==> src/design/pom_pkg.sv <==
// ----------------------------------------------------------------------------
// pom_pkg: shared types and constants of the permutation orbit minimizer
// Transaction structs, opcodes, controller state and the command/status
// bundles between controller and datapath.
// ----------------------------------------------------------------------------
package pom_pkg;

    // Table geometry (fixed by the 6-bit vertex and index fields)
    localparam int NUM_VERTICES = 64;
    localparam int NUM_PERMS    = 64;
    localparam int VERT_W       = $clog2(NUM_VERTICES);
    localparam int PERM_W       = $clog2(NUM_PERMS);
    localparam int TAB_DEPTH    = NUM_PERMS * NUM_VERTICES;
    localparam int TAB_AW       = PERM_W + VERT_W;
    localparam int CNT_W        = 7;

    // APB register map: one 32-bit register at byte address 0
    localparam int APB_AW       = 3;
    localparam int APB_DW       = 32;

    // Register indexes and their byte addresses
    localparam int                REG_PERM_COUNT  = 0;
    localparam logic [APB_AW-1:0] ADDR_PERM_COUNT = APB_AW'(4 * REG_PERM_COUNT);

    // Opcodes
    localparam logic [2:0] OP_WRITE   = 3'd0;
    localparam logic [2:0] OP_RESTART = 3'd1;
    localparam logic [2:0] OP_FIX     = 3'd2;
    localparam logic [2:0] OP_QUERY   = 3'd3;
    localparam logic [2:0] OP_EDGE    = 3'd4;

    // Input transaction
    typedef struct packed {
        logic [2:0]        opcode;
        logic [PERM_W-1:0] perm_index;
        logic [VERT_W-1:0] vertex_a;
        logic [VERT_W-1:0] vertex_b;
    } t_in;

    // Result transaction
    typedef struct packed {
        logic              is_minimal;
        logic [VERT_W-1:0] rep_low;
        logic [VERT_W-1:0] rep_high;
        logic              set_empty;
    } t_out;

    // Controller states
    typedef enum logic [2:0] {
        S_IDLE,
        S_DISPATCH,
        S_READ,
        S_EVAL,
        S_DONE
    } t_state;

    // Controller -> datapath
    typedef struct packed {
        logic load;        // capture input transaction
        logic do_write;    // write one table entry
        logic do_restart;  // reload active mask from perm_count
        logic rd;          // issue table reads for current permutation
        logic eval;        // apply current permutation, advance index
        logic out_load;    // move result into output register
    } t_cmd;

    // Datapath -> controller
    typedef struct packed {
        logic [2:0] op;
        logic       last;        // current permutation is the final one
        logic       pass_again;  // edge pass changed the pair, run another
        logic       out_free;    // output register can take a result
    } t_sts;

endpackage

==> src/design/pom_ctrl.sv <==
// ----------------------------------------------------------------------------
// pom_ctrl: operation sequencer
// Accepts one transaction at a time, dispatches on the opcode and walks
// the permutations with a read / evaluate step pair per permutation.
// ----------------------------------------------------------------------------
module pom_ctrl import pom_pkg::*; (
    input  logic i_clk,
    input  logic i_rst_n,
    input  logic i_in_valid,
    input  t_sts i_sts,
    output t_cmd o_cmd,
    output logic o_ready
);

    t_state r_state;
    t_state n_state;

    // State register
    always_ff @(posedge i_clk) begin
        if (!i_rst_n) begin
            r_state <= S_IDLE;
        end else begin
            r_state <= n_state;
        end
    end

    // Next state and commands
    always_comb begin
        n_state = r_state;
        o_cmd   = '0;
        o_ready = 1'b0;
        case (r_state)
            S_IDLE: begin
                o_ready = 1'b1;
                if (i_in_valid) begin
                    o_cmd.load = 1'b1;
                    n_state    = S_DISPATCH;
                end
            end
            S_DISPATCH: begin
                case (i_sts.op)
                    OP_WRITE: begin
                        o_cmd.do_write = 1'b1;
                        n_state        = S_DONE;
                    end
                    OP_RESTART: begin
                        o_cmd.do_restart = 1'b1;
                        n_state          = S_DONE;
                    end
                    OP_FIX, OP_QUERY, OP_EDGE: begin
                        n_state = S_READ;
                    end
                    default: begin
                        n_state = S_DONE;
                    end
                endcase
            end
            S_READ: begin
                o_cmd.rd = 1'b1;
                n_state  = S_EVAL;
            end
            S_EVAL: begin
                o_cmd.eval = 1'b1;
                // last permutation ends the walk unless the edge pass moved
                if (i_sts.last && !i_sts.pass_again) begin
                    n_state = S_DONE;
                end else begin
                    n_state = S_READ;
                end
            end
            S_DONE: begin
                if (i_sts.out_free) begin
                    o_cmd.out_load = 1'b1;
                    n_state        = S_IDLE;
                end
            end
            default: begin
                n_state = S_IDLE;
            end
        endcase
    end

endmodule

==> config.mk <==
export PLATFORM = sky130hd
export DESIGN_NAME = pom_ctrl
export DESIGN_NICKNAME = d
export VERILOG_FILES = /design/src/design/pom_pkg.sv /design/src/design/pom_ctrl.sv
export SDC_FILE = /design/constraint.sdc
export NUM_CORES = 1
export LEC_CHECK = 0
export BUFFER_PORTS_ARGS = -buffer_cell sky130_fd_sc_hd__buf_4
export CORE_AREA = 2 2 39 41
export CTS_CLUSTER_DIAMETER = 30
export DETAILED_ROUTE_END_ITERATION = 8
export DIE_AREA = 0 0 41 43
export PLACE_DENSITY = 0.39
export RECOVER_POWER = 50
export SLEW_MARGIN = 20
export SYNTH_ARGS = -nofsm -noshare
export SYNTH_HDL_FRONTEND = slang
export SYNTH_SLANG_ARGS = --single-unit
export TNS_END_PERCENT = 5
==> constraint.sdc <==
create_clock -name i_clk -period 1.3 [get_ports i_clk]
set_clock_uncertainty 0.05 [all_clocks]
set_input_delay 0.065 -clock i_clk [delete_from_list [all_inputs] [get_ports i_clk]]
set_output_delay 0.065 -clock i_clk [all_outputs]
set_load 0.01 [all_outputs]
# --- Word level (Yosys, flattened, before mapping) ---
# Index checks and enable logic that the tools add are counted.
word_totals:
  elab_cells: 32
  in_bits: 9
  register_bits: 3
classes:
  mux: 15
  n_reduce_logical: 6
  n_eq_ne: 10
op_table:
  columns: ["cell", "n"]
  rows:
  - ["3-bit one-hot mux with 5 select lines", 1]
  - ["3-bit by 2-bit == test with 1-bit output (second input constant)", 4]
  - ["3-bit two-way mux", 4]
  - ["1-bit two-way mux", 9]
  - ["3-bit by 1-bit == test with 1-bit output (second input constant)", 2]
  - ["3-bit == test (second input constant)", 2]
  - ["3-bit zero test", 2]
  - ["2-bit != test (second input constant)", 2]
  - ["3-bit OR reduction", 1]
  - ["2-bit two-way mux", 1]
  - ["2-bit AND reduction", 1]
  - ["1-bit logical AND", 1]
  - ["1-bit zero test", 1]

# --- Logic depth before layout (Yosys ltp) ---
logic_depth:
  word_depth: 4
  ltp_mapped: 4

# --- Least setup slack after synthesis ---
# OpenSTA, ideal clock, no wires.
synth_timing:
  path_type: "register -> output"
  start: "register r_state[1]"
  end: "output o_cmd[3] (netlist name)"
  path_slack_ns: 0.205
  arrival_time_ns: 0.980
  n_path_buf: 1
  path_stages_with_launch: 5
  path_cell_list: "dfxtp_1 buf_6 nor2_1 nand3_1 nor3b_1"
synth_rtl:
  columns: ["element", "line_no", "source"]
  rows:
  - ["start, declared", "pom_ctrl.sv:15", "t_state r_state;"]
  - ["start signal, assigned", "pom_ctrl.sv:23", "r_state <= n_state;"]
  - ["end, declared", "pom_ctrl.sv:11", "output t_cmd o_cmd,"]

==> metrics <==
status finished, final reports clean; vias in the first global route 262; cts hold-fix bufs 0; Critical Path Slowest Stage Cell dfxtp_4; RSZ-0062 raised after global routing no; remaining routing DRC violations 0; CP Max Fanout 7; routed length per placed instance roughly 10 microns; Synth Area in Simple Gates 0.460; fmax 824 MHz; initial antenna violation count 0; Largest register FFs 3; Vias 283; fin crit period 1.21 ns; Antenna Nets Post-Route 0; # nets final 58; CTS tree built; # port buffers 15; CP Launch Type flop; Hold EP r_state[0]$_SDFFE_PN0P_; Multi-input gate area 176 sq um; largest reg by FF count r_state; async set-reset flop share out of synthesis 0; Worst-Margin Slew 0.244 ns; R2R depth 3; Max Cap Violations 0; WS Path Type flop to output port; xor-xnor portion of the synthesized cell area 0; slowest stage delay, CP 0.36 ns; Die X slightly above 40 microns; Top Ports 16; final std cells w/o fill 64; post-placement cell count 59; Setup WS pre-CTS 0.146 ns; Detailed Route WL 652 microns; Post-Syn Area ~250 sq um; Final GP Congestion about 0.66; top cells by area, synth dfxtp_1, nor4b_4, and3_2; Root Driver clkbuf_4; Worst slew margin 0.835; post-synth top area cell dfxtp_1; later-pin clock latency in the skew report 0.23 ns; drt via density 4.42; Final period util 0.934; main combinational cell family by area after synthesis simple AND/OR/NAND/NOR gates; Worst-path clk slew 0.04 ns; Post-synth EDFFs 0; GR Overflow Total 0; DRT iter0 DRCs 8; Unique masters post-synth 21; Post-Synthesis Cells 29; first-pass GRT wire length ~990 microns; layout cells sized above 1 0.563; mux cell area share after synthesis 0.0404; top-area cell type share of the netlist area 0.242; TNS Setup 0 ns; sequential share of the synthesized area 0.242; Pleak about 0.18 nW; final setup vio count 0; Final Slew Violations 0; Die Area 1760 sq um; Mapped Nets 38; core area 1380 sq um; TritonCTS Sinks 3; Synth top cells by count dfxtp_1, nor2_1; Core Util, Final 0.299; largest net degree at the start of global routing 11; Cell Rows 14; Max IR drop VDD between 0.3 and 0.4 mV; die height roughly 43 microns; Crit. End Element output port; post-synthesis adder-cell area fraction 0; hold path cells 2; post-detail-place hpwl approximately 510 microns; CTS buffer count 3; worst r2r dst r_state[2]$_SDFFE_PN0P_; Worst R2R Start r_state[1]$_SDFFE_PN0P_; #FFs+latches synth 3; syn avg cell area 8.54 sq um; Synth Area in Compound Gates 0.182; worst hold margin 0.0591 ns; Initial Util 0.179; Fillers ~160; register area approximately 64 sq um; Area Overhead vs Synth 67.2%; Pre-antenna DRT Iters 3; Final Hold Fails 0; critical path arrival 1.10 ns; PnR worst setup slack roughly 0.086 ns; CTS H-tree depth 1; ant diodes 0; hold path start i_in_valid; Post-synth top flop dfxtp_1; Cell Chain, Critical Path nor2_4 -> nand3_2 -> nor3b_2 -> buf_4; Clock Tree Buf Depth 2; GR Util All Layers 0.0893; reg2reg setup slack 0.20 ns; top flop regs r_state (3); WP data required ~1.2 ns; Syn. warnings 0; Power Density 886 nW/um^2; Hold WC Path Type input port to flop
[layer usage]
| metal | routed length, microns | GRT usage |
|---|---|---|
| met4 | 5 | 0.100 |
| met2 | 308 | 0.125 |
| met1 | 276 | 0.0897 |
| met5 | 0 | 0 |
| met3 | 61 | 0.0314 |
[worst max-delay path, delay by kind of cell, from the launching register on]
kind | cells | cell delay [ns]
simple gates | 3 | 0.37
flops | 1 | 0.36
buf+inv | 1 | 0.14
[timing repair]
action                                  4_1_cts  5_1_grt
setup buffers                                 0        1
endpoints found under the setup margin        2        3
resized for setup                             5        3
pin swaps                                     0        1
[worst max-delay path by stage]
stage                                  from        to  slack [ns]
floorplan           r_state[1]$_SDFFE_PN0P_  o_cmd[3]        0.20
global placement    r_state[1]$_SDFFE_PN0P_  o_cmd[3]        0.17
detailed placement  r_state[1]$_SDFFE_PN0P_  o_cmd[3]        0.15
CTS                 r_state[1]$_SDFFE_PN0P_  o_cmd[3]       0.001
global route        r_state[0]$_SDFFE_PN0P_  o_cmd[3]       0.004
finish              r_state[1]$_SDFFE_PN0P_  o_cmd[3]        0.09
[per-stage QoR]
step                      total power, W  instance area (sq um)
after floorplan                 0.000154                    248
after global routing            0.000400                    414
after CTS                       0.000378                    412
after global placement          0.000202                    369
final                           0.000367                    414
after detailed placement        0.000202                    369
[power by group]
part / internal (W) / switching (W) / total, W
logic: 0.0000543 / 0.0000414 / 0.0000957
registers: 0.0000981 / 0.0000110 / 0.000109
clock network: 0.000115 / 0.0000472 / 0.000162
[logic make-up (layout without fill, tap and decap cells)]
logic type,Yosys count,after routing
buf+inv,3,22
simple gates,16,16
compound gates,6,6
flops,3,3
mux,1,1
[layout by cell type, fill, tap and decap left out]
cell type  count
clkbuf_4       3
and2_1         1
nor2_1         2
nand3b_1       1
mux2i_1        1
dfxtp_4        1
nand4b_1       1
nand2b_1       1
nor3b_2        1
nor3_1         1
nor3_2         1
dfxtp_1        2
nor2b_1        1
o2111a_1       1
nor4b_1        1
buf_4         16
o21ai_0        1
nor2_4         1
and3_2         2
a32o_1         1
clkbuf_1       1
inv_2          1
and3_1         1
o2111ai_1      1
a21oi_1        2
nand3_2        1
inv_1          1
[layout make-up]
| class | count | share of cell area |
|---|---|---|
| clock buffers | 4 | 0.0634 |
| inverters | 2 | 0.0181 |
| multi-input cells | 23 | 0.426 |
| flip-flops and latches | 3 | 0.154 |
| well taps | 16 | 0.0483 |
| repair buffers | 16 | 0.290 |
Power figures use the tool's default switching activity.
